## src/rtl/core/mfss_pkg.sv

```systemverilog
// Package for the MPEG-1 audio frame sync scanner: the result record, the
// header codes and the frame length tables. It depends on nothing.
package mfss_pkg;

  // Layer numbers as reported (layer code 3 is Layer I).
  localparam logic [1:0] LAYER_NONE = 2'd0;
  localparam logic [1:0] LAYER_I    = 2'd1;
  localparam logic [1:0] LAYER_II   = 2'd2;
  localparam logic [1:0] LAYER_III  = 2'd3;

  // Sampling rate codes.
  localparam logic [1:0] RATE_44K1     = 2'd0;
  localparam logic [1:0] RATE_48K      = 2'd1;
  localparam logic [1:0] RATE_32K      = 2'd2;
  localparam logic [1:0] RATE_RESERVED = 2'd3;

  localparam logic [3:0] BITRATE_FREE = 4'd0;
  localparam logic [3:0] BITRATE_BAD  = 4'd15;
  localparam logic [1:0] EMPH_BAD     = 2'd2;
  localparam logic [1:0] LCODE_BAD    = 2'd0;

  localparam int unsigned LEN_W = 11;

  // Slot counts per bitrate index, truncated, without padding.
  // Layer I: 12 * bitrate / fs; Layers II and III: 144 * bitrate / fs.
  localparam logic [10:0] L1_44K1 [16] = '{
    11'd0, 11'd8, 11'd17, 11'd26, 11'd34, 11'd43, 11'd52, 11'd60,
    11'd69, 11'd78, 11'd87, 11'd95, 11'd104, 11'd113, 11'd121, 11'd0};
  localparam logic [10:0] L1_48K [16] = '{
    11'd0, 11'd8, 11'd16, 11'd24, 11'd32, 11'd40, 11'd48, 11'd56,
    11'd64, 11'd72, 11'd80, 11'd88, 11'd96, 11'd104, 11'd112, 11'd0};
  localparam logic [10:0] L1_32K [16] = '{
    11'd0, 11'd12, 11'd24, 11'd36, 11'd48, 11'd60, 11'd72, 11'd84,
    11'd96, 11'd108, 11'd120, 11'd132, 11'd144, 11'd156, 11'd168, 11'd0};

  localparam logic [10:0] L2_44K1 [16] = '{
    11'd0, 11'd104, 11'd156, 11'd182, 11'd208, 11'd261, 11'd313, 11'd365,
    11'd417, 11'd522, 11'd626, 11'd731, 11'd835, 11'd1044, 11'd1253, 11'd0};
  localparam logic [10:0] L2_48K [16] = '{
    11'd0, 11'd96, 11'd144, 11'd168, 11'd192, 11'd240, 11'd288, 11'd336,
    11'd384, 11'd480, 11'd576, 11'd672, 11'd768, 11'd960, 11'd1152, 11'd0};
  localparam logic [10:0] L2_32K [16] = '{
    11'd0, 11'd144, 11'd216, 11'd252, 11'd288, 11'd360, 11'd432, 11'd504,
    11'd576, 11'd720, 11'd864, 11'd1008, 11'd1152, 11'd1440, 11'd1728, 11'd0};

  localparam logic [10:0] L3_44K1 [16] = '{
    11'd0, 11'd104, 11'd130, 11'd156, 11'd182, 11'd208, 11'd261, 11'd313,
    11'd365, 11'd417, 11'd522, 11'd626, 11'd731, 11'd835, 11'd1044, 11'd0};
  localparam logic [10:0] L3_48K [16] = '{
    11'd0, 11'd96, 11'd120, 11'd144, 11'd168, 11'd192, 11'd240, 11'd288,
    11'd336, 11'd384, 11'd480, 11'd576, 11'd672, 11'd768, 11'd960, 11'd0};
  localparam logic [10:0] L3_32K [16] = '{
    11'd0, 11'd144, 11'd180, 11'd216, 11'd252, 11'd288, 11'd360, 11'd432,
    11'd504, 11'd576, 11'd720, 11'd864, 11'd1008, 11'd1152, 11'd1440, 11'd0};

  typedef struct packed {
    logic              frame_found;
    logic [1:0]        layer_number;
    logic              crc_protected;
    logic [3:0]        bitrate_index;
    logic [1:0]        sample_rate_index;
    logic              padding_slot;
    logic [1:0]        channel_mode;
    logic [1:0]        mode_extension;
    logic              copyrighted;
    logic              original_media;
    logic [1:0]        emphasis_code;
    logic [LEN_W-1:0]  frame_bytes;
  } result_t;

  // Frame length in bytes; zero for free format.
  function automatic logic [LEN_W-1:0] frame_len(input logic [1:0] layer,
                                                 input logic [3:0] br,
                                                 input logic [1:0] sr,
                                                 input logic       pad);
    logic [10:0] slots;
    logic [8:0]  l1_slots;
    logic [LEN_W-1:0] len;
    slots = '0;
    case (layer)
      LAYER_I: begin
        case (sr)
          RATE_44K1: slots = L1_44K1[br];
          RATE_48K:  slots = L1_48K[br];
          RATE_32K:  slots = L1_32K[br];
          default:   slots = '0;
        endcase
      end
      LAYER_II: begin
        case (sr)
          RATE_44K1: slots = L2_44K1[br];
          RATE_48K:  slots = L2_48K[br];
          RATE_32K:  slots = L2_32K[br];
          default:   slots = '0;
        endcase
      end
      LAYER_III: begin
        case (sr)
          RATE_44K1: slots = L3_44K1[br];
          RATE_48K:  slots = L3_48K[br];
          RATE_32K:  slots = L3_32K[br];
          default:   slots = '0;
        endcase
      end
      default: slots = '0;
    endcase
    // Layer I slots are four bytes long.
    l1_slots = slots[8:0] + {8'd0, pad};
    if (br == BITRATE_FREE) begin
      len = '0;
    end else if (layer == LAYER_I) begin
      len = {l1_slots, 2'b00};
    end else begin
      len = slots + {10'd0, pad};
    end
    return len;
  endfunction

endpackage

```

## src/rtl/core/mfss_header_decode.sv

```systemverilog
// Header check and field decode for a four-byte window of the scanner.
// Depends on mfss_pkg for the result record and the frame length tables.
module mfss_header_decode (
  input  logic [31:0]       header,
  output mfss_pkg::result_t result
);
  import mfss_pkg::*;

  logic [7:0] b0, b1, b2, b3;
  logic [1:0] lcode;
  logic [1:0] layer;
  logic       valid_hdr;

  assign b0 = header[31:24];
  assign b1 = header[23:16];
  assign b2 = header[15:8];
  assign b3 = header[7:0];

  assign lcode = b1[2:1];
  // Layer code 3, 2, 1 maps to Layer I, II, III.
  assign layer = 2'(3'd4 - {1'b0, lcode});

  assign valid_hdr = (b0 == 8'hFF) && (b1[7:4] == 4'hF) && b1[3] &&
                     (lcode != LCODE_BAD) && (b2[7:4] != BITRATE_BAD) &&
                     (b2[3:2] != RATE_RESERVED) && (b3[1:0] != EMPH_BAD);

  always_comb begin
    result = '0;
    if (valid_hdr) begin
      result.frame_found       = 1'b1;
      result.layer_number      = layer;
      result.crc_protected     = ~b1[0];
      result.bitrate_index     = b2[7:4];
      result.sample_rate_index = b2[3:2];
      result.padding_slot      = b2[1];
      result.channel_mode      = b3[7:6];
      result.mode_extension    = b3[5:4];
      result.copyrighted       = b3[3];
      result.original_media    = b3[2];
      result.emphasis_code     = b3[1:0];
      result.frame_bytes       = frame_len(layer, b2[7:4], b2[3:2], b2[1]);
    end
  end

endmodule

```

## src/rtl/core/mpeg_audio_frame_sync_scanner_unit.sv

```systemverilog
// Top level of the MPEG-1 audio frame sync scanner.
// Depends on mfss_pkg and mfss_header_decode.
//
//  Channel   Handshake                 Payload
//  -------   -----------------------   ------------------------------------
//  input     data_valid / data_stall   data_byte, start_of_stream
//  result    result_valid /            frame_found, layer_number, ...,
//            result_stall              frame_bytes (one result per byte)
//
// Each byte request is taken when data_stall is low, and its result appears in the
// result register on the following cycle; one byte per cycle is sustained while
// no held result is stalled. The rate is set by the loop through the window,
// the header decode, the frame length table and the skip counter.
// Reset (rst, synchronous) clears the window, fill count, skip count and
// the result valid flag. While a held result is stalled, data_stall is
// raised so that no new request overwrites it.
module mpeg_audio_frame_sync_scanner_unit (
  input  logic                        clk,
  input  logic                        rst,
  input  logic                        data_valid,
  output logic                        data_stall,
  input  logic [7:0]                  data_byte,
  input  logic                        start_of_stream,
  output logic                        result_valid,
  input  logic                        result_stall,
  output logic                        frame_found,
  output logic [1:0]                  layer_number,
  output logic                        crc_protected,
  output logic [3:0]                  bitrate_index,
  output logic [1:0]                  sample_rate_index,
  output logic                        padding_slot,
  output logic [1:0]                  channel_mode,
  output logic [1:0]                  mode_extension,
  output logic                        copyrighted,
  output logic                        original_media,
  output logic [1:0]                  emphasis_code,
  output logic [mfss_pkg::LEN_W-1:0]  frame_bytes
);
  import mfss_pkg::*;

  // Scanner state: the last three bytes, how many are valid, and the number
  // of window positions still to skip inside the current frame.
  logic [23:0]      byte_window, byte_window_next;
  logic [1:0]       fill_count, fill_count_next;
  logic [LEN_W-1:0] skip_count, skip_count_next;

  logic             accept;
  logic [23:0]      cur_window;
  logic [1:0]       cur_fill;
  logic [LEN_W-1:0] cur_skip;
  logic             check;
  result_t          decoded;
  result_t          result_next;
  result_t          result;

  assign data_stall = result_valid & result_stall;
  assign accept     = data_valid & ~data_stall;

  // A start of stream clears the state before this byte is taken.
  assign cur_window = start_of_stream ? '0 : byte_window;
  assign cur_fill   = start_of_stream ? '0 : fill_count;
  assign cur_skip   = start_of_stream ? '0 : skip_count;

  mfss_header_decode u_decode (
    .header ({cur_window, data_byte}),
    .result (decoded)
  );

  // A header is only looked for once the window is full and no frame body
  // is being skipped.
  assign check = (cur_fill == 2'd3) && (cur_skip == '0);

  always_comb begin
    byte_window_next = {cur_window[15:0], data_byte};
    fill_count_next  = (cur_fill == 2'd3) ? cur_fill : cur_fill + 2'd1;
    skip_count_next  = cur_skip;
    result_next      = '0;
    if (cur_fill == 2'd3) begin
      if (cur_skip != '0) begin
        skip_count_next = cur_skip - LEN_W'(1);
      end else if (decoded.frame_found) begin
        result_next = decoded;
        // Free format has no known length, so nothing is skipped.
        skip_count_next = (decoded.frame_bytes != '0) ?
                          decoded.frame_bytes - LEN_W'(1) : '0;
      end
    end
    if (!check) begin
      result_next = '0;
    end
  end

  always_ff @(posedge clk) begin
    if (rst) begin
      byte_window  <= '0;
      fill_count   <= '0;
      skip_count   <= '0;
      result_valid <= 1'b0;
    end else begin
      if (accept) begin
        byte_window  <= byte_window_next;
        fill_count   <= fill_count_next;
        skip_count   <= skip_count_next;
        result_valid <= 1'b1;
      end else if (!result_stall) begin
        result_valid <= 1'b0;
      end
    end
  end

  always_ff @(posedge clk) begin
    if (accept) begin
      result <= result_next;
    end
  end

  assign frame_found       = result.frame_found;
  assign layer_number      = result.layer_number;
  assign crc_protected     = result.crc_protected;
  assign bitrate_index     = result.bitrate_index;
  assign sample_rate_index = result.sample_rate_index;
  assign padding_slot      = result.padding_slot;
  assign channel_mode      = result.channel_mode;
  assign mode_extension    = result.mode_extension;
  assign copyrighted       = result.copyrighted;
  assign original_media    = result.original_media;
  assign emphasis_code     = result.emphasis_code;
  assign frame_bytes       = result.frame_bytes;

endmodule
```

## config.mk

```make
export PLATFORM = sky130hd
export DESIGN_NAME = mpeg_audio_frame_sync_scanner_unit
export DESIGN_NICKNAME = d
export VERILOG_FILES = /design/src/rtl/core/mfss_pkg.sv /design/src/rtl/core/mfss_header_decode.sv /design/src/rtl/core/mpeg_audio_frame_sync_scanner_unit.sv
export SDC_FILE = /design/constraint.sdc
export NUM_CORES = 1
export LEC_CHECK = 0
export ABC_AREA = 1
export BUFFER_PORTS_ARGS = -buffer_cell sky130_fd_sc_hd__buf_2
export CAP_MARGIN = 40
export CORE_UTILIZATION = 62
export CTS_BUF_LIST = sky130_fd_sc_hd__clkbuf_16
export CTS_CLUSTER_DIAMETER = 50
export CTS_CLUSTER_SIZE = 24
export DETAILED_ROUTE_END_ITERATION = 10
export GPL_ROUTABILITY_DRIVEN = 0
export PLACE_DENSITY = 0.82
export SYNTH_ARGS = -nofsm -noshare
export SYNTH_HDL_FRONTEND = slang
export SYNTH_SLANG_ARGS = --single-unit
```

## constraint.sdc

```tcl
create_clock -name clk -period 6.76 [get_ports clk]
set_clock_uncertainty 0.1 [all_clocks]
set_input_delay 1.352 -clock clk [delete_from_list [all_inputs] [get_ports clk]]
set_output_delay 1.352 -clock clk [all_outputs]
set_load 0.1 [all_outputs]
```

# Word level (Yosys, flattened, before mapping)
# Memory sizes are Yosys's and may differ from the RTL's.
# Cells that the tools add are included.
[word_totals] rom_bits=1584 mem_count=9 latchBits=0 ramBits=0 reg_bits=68 input_bits=13 word_cells=106
[op_classes] n_reduce_logical=16 bitwise_logic=9 order_cmp=1 div_mod_pow=0 n_mul=0 n_mux=37 addsub=6 shifts=0 eq_ne=12
[mem_list] memory="(no name shown)" depth=16 word_bits=11 rd=1 rd_clocked_by_memory_dff=0 wr=0 line="mfss_pkg.sv:85" source="RATE_32K: slots = L1_32K[br];"
[mem_list] memory="(no name shown)" depth=16 word_bits=11 rd=1 rd_clocked_by_memory_dff=0 wr=0 line="mfss_pkg.sv:101" source="RATE_32K: slots = L3_32K[br];"
[mem_list] memory="(no name shown)" depth=16 word_bits=11 rd=1 rd_clocked_by_memory_dff=0 wr=0 line="mfss_pkg.sv:84" source="RATE_48K: slots = L1_48K[br];"
[mem_list] memory="(no name shown)" depth=16 word_bits=11 rd=1 rd_clocked_by_memory_dff=0 wr=0 line="mfss_pkg.sv:91" source="RATE_44K1: slots = L2_44K1[br];"
[mem_list] memory="(no name shown)" depth=16 word_bits=11 rd=1 rd_clocked_by_memory_dff=0 wr=0 line="mfss_pkg.sv:83" source="RATE_44K1: slots = L1_44K1[br];"
[mem_list] memory="(no name shown)" depth=16 word_bits=11 rd=1 rd_clocked_by_memory_dff=0 wr=0 line="mfss_pkg.sv:92" source="RATE_48K: slots = L2_48K[br];"
[mem_list] memory="+3 memories"
[op_table] cell="11-bit 2-to-1 mux" n=26
[op_table] cell="11-bit one-hot mux with 3 select lines" n=4
[op_table] cell="30-bit 2-to-1 mux" n=2
[op_table] cell="24-bit 2-to-1 mux" n=1
[op_table] cell="11-bit nonzero test" n=2
[op_table] cell="11-bit by 1-bit subtractor with 11-bit output, second input constant" n=2
[op_table] cell="11-bit by 1-bit adder with 11-bit output" n=1
[op_table] cell="11-bit zero test" n=1
[op_table] cell="9-bit by 1-bit adder with 9-bit output" n=1
[op_table] cell="2-bit == test, second input constant" n=4
[op_table] cell="8-bit == test, second input constant" n=1
[op_table] cell="1-bit logical AND" n=7
[op_table] cell="1-bit inverter" n=6
[op_table] cell="5-bit >= comparator, second input constant" n=1
[op_table] cell="4-bit inverter with 5-bit output" n=1
[op_table] cell="5-bit OR reduction" n=1
[op_table] cell="2-bit by 1-bit == test with 1-bit output, second input constant" n=2
[op_table] cell="4-bit == test, second input constant" n=1
[op_table] cell="4-bit zero test" n=1
[op_table] cell="2-bit 2-to-1 mux" n=2
[op_table] cell="2-bit != test, second input constant" n=2
[op_table] cell="4-bit != test, second input constant" n=1
[op_table] cell="4-bit OR reduction" n=1
[op_table] cell="3-bit OR reduction" n=1
[op_table] cell="7 further kinds" n=9

# Logic depth before layout (Yosys ltp)
[logic_depth] ltp_word=18 depth_mapped=36 depth_no_buf=32

# By module
# A second synthesis with hierarchy kept.
[unflattened] cells_unflattened=906 area_unflattened_um2=5869.4
[modules_own_cells] module="mpeg_audio_frame_sync_scanner_unit" area_each_um2=3570.9 n_inst=1 cells_per_inst=452
[modules_own_cells] module="mfss_header_decode" area_each_um2=2298.5 n_inst=1 cells_per_inst=454

# Least setup slack after synthesis
# OpenSTA, ideal clock, no wires.
[synth_path] path_type="in2reg" from="input port start_of_stream" to="register skip_count[9]" arrival_ps=5216 required_ps=6592 stages=34 path_slack_ps=1376 cell_sequence="buf_6 > inv_4 > buf_12 > buf_8 > buf_6 > buf_2 > buf_4 > nand2_1 > inv_1 > ha_1 > clkbuf_1 > buf_1 > o2111ai_1 > nand3_1 > nand2_1 > inv_1 > ha_1 > ha_1 > nand3_1 > nor2_2 > nand2_1 > nand3_1 > nand3_2 > nand2_1 > inv_2 > nand3_4 > nor2_2 > nand2_4 > nand2_2 > o21bai_1 > nand2_1 > nand2_1 > nand2_1 > a21oi_2"
[synth_via] word_cells_on_any_way=69 classes_between="5 x add/sub; 10 x eq/ne; 33 x mux; 1 x bitwise; 11 x reduce/logical; 9 x memory"
[synth_lines] element="start, declared" line="mpeg_audio_frame_sync_scanner_unit.sv:23" source="input logic start_of_stream,"
[synth_lines] element="24-bit 2-to-1 mux *" line="mpeg_audio_frame_sync_scanner_unit.sv:60" source="assign cur_window = start_of_stream ? '0 : byte_window;"
[synth_lines] element="net cur_window[10]" line="mpeg_audio_frame_sync_scanner_unit.sv:48" source="logic [23:0] cur_window;"
[synth_lines] element="1-bit by 2-bit subtractor with 2-bit output" line="mfss_header_decode.sv:21" source="assign layer = 2'(3'd4 - {1'b0, lcode});"
[synth_lines] element="2-bit == test / 2-bit by 1-bit == test with 1-bit output (equally long branches)" line="mfss_pkg.sv:80, mfss_pkg.sv:111"
[synth_lines] element="11-bit one-hot mux with 3 select lines" line="mfss_pkg.sv:80" source="case (layer)"
[synth_lines] element="11-bit 2-to-1 mux" line="mfss_header_decode.sv:29" source="if (valid_hdr) begin"
[synth_lines] element="11-bit by 1-bit adder with 11-bit output / 9-bit by 1-bit adder with 9-bit output (equally long branches)" line="mfss_pkg.sv:114, mfss_pkg.sv:108"
[synth_lines] element="11-bit 2-to-1 mux" line="mfss_pkg.sv:111" source="end else if (layer == LAYER_I) begin"
[synth_lines] element="11-bit 2-to-1 mux" line="mfss_pkg.sv:109" source="if (br == BITRATE_FREE) begin"
[synth_lines] element="30-bit 2-to-1 mux *" line="mfss_header_decode.sv:29"
[synth_lines] element="11-bit by 1-bit subtractor with 11-bit output / 11-bit nonzero test (equally long branches)" line="mpeg_audio_frame_sync_scanner_unit.sv:85, mpeg_audio_frame_sync_scanner_unit.sv:84"
[synth_lines] element="11-bit 2-to-1 mux" line="mpeg_audio_frame_sync_scanner_unit.sv:84" source="skip_count_next = (decoded.frame_bytes != '0) ?"
[synth_lines] element="11-bit 2-to-1 mux *" line="mpeg_audio_frame_sync_scanner_unit.sv:81" source="end else if (decoded.frame_found) begin"
[synth_lines] element="11-bit 2-to-1 mux *" line="mpeg_audio_frame_sync_scanner_unit.sv:79" source="if (cur_skip != '0) begin"
[synth_lines] element="11-bit 2-to-1 mux *" line="mpeg_audio_frame_sync_scanner_unit.sv:78" source="if (cur_fill == 2'd3) begin"
[synth_lines] element="end signal, assigned" line="mpeg_audio_frame_sync_scanner_unit.sv:103" source="skip_count <= skip_count_next;"
[synth_lines] element="end, declared" line="mpeg_audio_frame_sync_scanner_unit.sv:45" source="logic [LEN_W-1:0] skip_count, skip_count_next;"
# Mark *: on every way through the listed nets, which the timed path passes. The rest lies on a longest branch. The select of a mux whose other input is x is not followed.
# A chain may end at the register's enable or synchronous reset.

# Final worst setup path
[layout_path] from="input port start_of_stream" to="register skip_count[3]"
[layout_via] elab_chain_cells=17 word_cells_on_any_way=69 classes_between="5 x add/sub; 10 x eq/ne; 33 x mux; 1 x bitwise; 11 x reduce/logical; 9 x memory"
[layout_rtl] element="24-bit 2-to-1 mux *" line="mpeg_audio_frame_sync_scanner_unit.sv:60"
[layout_rtl] element="net cur_window[4]" line="mpeg_audio_frame_sync_scanner_unit.sv:48"
[layout_rtl] element="4-bit inverter with 5-bit output (implied by the code)"
[layout_rtl] element="memory read 16 x 11 bit, or another cell as far along"
[layout_rtl] element="11-bit 2-to-1 mux (implied by the code), or another cell as far along (2 in series)" line="mfss_pkg.sv:101"
[layout_rtl] element="11-bit one-hot mux with 3 select lines (on tied branches)" line="mfss_pkg.sv:98, mfss_pkg.sv:82, mfss_pkg.sv:90"
[layout_rtl] element="11-bit one-hot mux with 3 select lines" line="mfss_pkg.sv:80"
[layout_rtl] element="11-bit 2-to-1 mux" line="mfss_header_decode.sv:29"
[layout_rtl] element="11-bit by 1-bit adder with 11-bit output / 9-bit by 1-bit adder with 9-bit output (equally long branches)" line="mfss_pkg.sv:114, mfss_pkg.sv:108"
[layout_rtl] element="11-bit 2-to-1 mux" line="mfss_pkg.sv:111"
[layout_rtl] element="11-bit 2-to-1 mux" line="mfss_pkg.sv:109"
[layout_rtl] element="30-bit 2-to-1 mux *" line="mfss_header_decode.sv:29"
[layout_rtl] element="11-bit by 1-bit subtractor with 11-bit output / 11-bit nonzero test (equally long branches)" line="mpeg_audio_frame_sync_scanner_unit.sv:85, mpeg_audio_frame_sync_scanner_unit.sv:84"
[layout_rtl] element="11-bit 2-to-1 mux" line="mpeg_audio_frame_sync_scanner_unit.sv:84"
[layout_rtl] element="11-bit 2-to-1 mux *" line="mpeg_audio_frame_sync_scanner_unit.sv:81"
[layout_rtl] element="11-bit 2-to-1 mux *" line="mpeg_audio_frame_sync_scanner_unit.sv:79"
[layout_rtl] element="11-bit 2-to-1 mux *" line="mpeg_audio_frame_sync_scanner_unit.sv:78"
# Marks and branches as above.

==> impl_metrics.py <==
metrics = {
    "run_status": {
        "status": "completed",
    },
    "die": {
        "die_area_um2": 9570,
        "rows": 34,
        "pin_count": 45,
        "start_util_pct": 64.65,
        "dieWidth_um": 97.83,
        "design.core.area_um2": 8806,
        "fp.dieH_um": 97.83,
    },
    "detailed_routing": {
        "drc": 0,
        "num_vias": 6239,
        "wl_um": 16510,
        "met3_length_um": 1873,
        "postRouteAntennaNets": 0,
        "via_per_inst": 6.220,
        "wire_per_inst_um": 16.46,
        "routed.top_layer": "met4",
        "dr.pass1.iters": 5,
        "wl_met1_um": 6631,
        "wl_met2_um": 7390,
        "drt-initial-drc-count": 619,
    },
    "synthesis": {
        "async_flop_share_pct": 0,
        "synth-edff-count": 30,
        "netlist_area_um2": 5693,
        "synth-compound-area-share_pct": 11.96,
        "synth_top_area_share_pct": 16.88,
        "synthAdderAreaFrac_pct": 3.956,
        "synth.most_common_cell": "nand2_1",
        "synthTopCellsByArea": "nand2_1 17%, edfxtp_1 16%, dfxtp_1 13%",
        "synth.net_count": 904,
        "synth_xor_area_share_pct": 1.670,
        "yosys.area.top_type": "nand2_1",
        "yosys_register_bits": 68,
        "synth.mux.area_fraction_pct": 0,
        "synth.distinct_cells": 46,
        "syn_inst": 873,
        "synth_top_family_by_area": "simple AND/OR/NAND/NOR gates",
        "synth-seq-area-share_pct": 29.19,
        "synth_ff_type": "dfxtp_1",
        "synth-simple-area-share_pct": 43.19,
        "syn_area_per_cell_um2": 6.521,
        "ys_top_cells_by_count": "256 x nand2_1, 131 x nand3_1, 71 x nor2_1, 69 x inv_1, 56 x a21oi_1",
        "yosysWarnings": 0,
    },
    "clock_tree": {
        "clock_path_buffers": 2,
        "clk_latency_ns": 0.33,
        "clock-sinks": 68,
        "cts_tree": "built",
        "cts_setup_buffers": 0,
        "post_cts_resized": 0,
        "cts_buffers": 9,
        "cts_max_level": 3,
        "root_buffer": "clkbuf_16",
        "clk_pin_slew_ns": 0.06,
        "ctsHoldBuffers": 0,
    },
    "final_layout": {
        "fillers": 757,
        "layout-drive-gt1-share_pct": 13.63,
        "diodes": 0,
        "areaGrowthSynthToFinish_pct": 7.253,
        "nNetsFinal": 921,
        "layout.area.seq_um2": 1662,
        "multi_input_area_um2": 3467,
        "design_area_um2": 6106,
    },
    "timing": {
        "hold_viol": 0,
        "min_period_ns": 5.609,
        "fin_crit_sh_pct": 82.97,
        "max_slew.worst_pin.slew_ns": 0.8141,
        "grt_setup_unrepaired": "no",
        "tns_ns": 0,
        "fmax_mhz": 178.3,
        "setup_violations": 0,
        "maxSlewHeadroom_pct": 45.73,
        "slew_viol_final": 0,
    },
    "placement": {
        "dp_hpwl_um": 11510,
        "placed_area_um2": 5831,
        "io_buffers": 44,
    },
    "critical_path": {
        "required_ns": 6.92,
        "worstSetupPathType": "input port to flop",
        "slowest_delay_ns": 0.43,
        "cp_slowest_cell": "inv_4",
        "critPathMostFrequentCell": "nand2_1",
        "endpoint_kind": "flop",
        "path_max_fanout": 48,
        "arrival_ns": 5.77,
        "cp-start-kind": "input port",
    },
    "power_and_ir_drop": {
        "ir_drop_uv": 178.8,
        "total_power_uw": 1140,
        "p_leak_uw": 0.002861,
        "powerDensity_nw_per_um2": 186.7,
    },
    "global_routing": {
        "grt_max_degree": 78,
        "antenna_found_initial": 0,
        "grt_pass1_vias": 5735,
        "grt_use_total_pct": 34.94,
        "overflow": 0,
        "grt_first_pass_wirelength_um": 27390,
    },
    "min_path": {
        "hold_path.class": "flop to flop",
    },
    "job": {
        "max_cap_viol_count": 0,
    },
}
[through the flow]
step	instances	utilization (%)	hold slack [ns]	worst slack, ns
finish	1003	69.34	0.3620	1.151
global route	1003	69.34	0.3933	0.8091
CTS	1003	69.34	0.3649	1.300
detailed placement	987	66.21	0.3560	0.9773
global placement	986	65.90	0.3434	1.230
floorplan	873	-	0.3303	1.376
[metal layers]
metal / global-route usage (%) / vias up
li1: - / 2930
met1: 47.27 / 2794
met2: 54.77 / 434
met3: 6.156 / 81
met4: 15.50 / 0
met5: 0 / -
[state kept, by name, indices dropped and copies added, names as in the netlist]
name / cells
bitrate_index: 4
byte_window: 24
channel_mode: 2
copyrighted: 1
crc_protected: 1
emphasis_code: 2
fill_count: 2
frame_bytes: 11
frame_found: 1
layer_number: 2
mode_extension: 2
original_media: 1
padding_slot: 1
result_valid: 1
sample_rate_index: 2
skip_count: 11
[final timing paths]
path,start,to,slack (ns),depth (start not counted)
min reg2reg,byte_window[9]$_SDFFE_PP0P_,byte_window[9]$_SDFFE_PP0P_,0.36,2
max reg2reg,byte_window[6]$_SDFFE_PP0P_,skip_count[3]$_SDFFE_PP0P_,2.22,24
min,byte_window[9]$_SDFFE_PP0P_,byte_window[9]$_SDFFE_PP0P_,0.36,2
max,start_of_stream,skip_count[3]$_SDFFE_PP0P_,1.15,31
[cell families (layout without fill, tap and decap cells)]
family                   count (synthesis)  count (layout)
AND/OR/NAND/NOR                        533             533
adder cells (fa/ha/maj)                 18              18
buffers and inverters                  121             143
XOR/XNOR                                10              10
flip-flops                              68              68
AO/OA/AOI/OAI                          123             123
[power breakdown]
group	leakage, uW	internal [uW]	total, uW	switching, uW
registers	0.000612	449	465	16.0
logic	0.00210	48.1	240	192
clock network	0.000149	264	435	171
total	0.00286	761	1140	379
[cell type report]
cell class | instances | area share [%]
clock buffer | 10 | 4.098
clock inverter | 6 | 0.4098
inverter | 80 | 4.980
multi-input combinational | 684 | 56.78
sequential | 68 | 27.21
tap | 108 | 2.213
timing repair buffer | 47 | 4.303
[worst max-delay path: cells and delay by family]
kind | cells | cell delay, ns
AO/OA/AOI/OAI | 4 | 0.55
adder cells (fa/ha/maj) | 3 | 0.69
buffers and inverters | 6 | 1.01
AND/OR/NAND/NOR | 18 | 2.10
[placed cells by master, fill, tap and decap left out, drive strengths merged, types with 2 or more instances in the layout]
cell,synthesis,final
a211oi,6,6
a21boi,2,2
a21oi,60,60
a31oi,2,2
buf,27,47
clkbuf,14,10
clkinv,2,5
dfxtp,38,38
edfxtp,30,30
ha,18,18
inv,78,81
nand2,273,273
nand3,147,147
nand4,14,14
nor2,83,83
nor3,10,10
nor4,3,3
o211ai,3,3
o21ai,45,45
o21bai,2,2
xnor2,4,4
xor2,6,6
(Power assumes the default switching activity.)
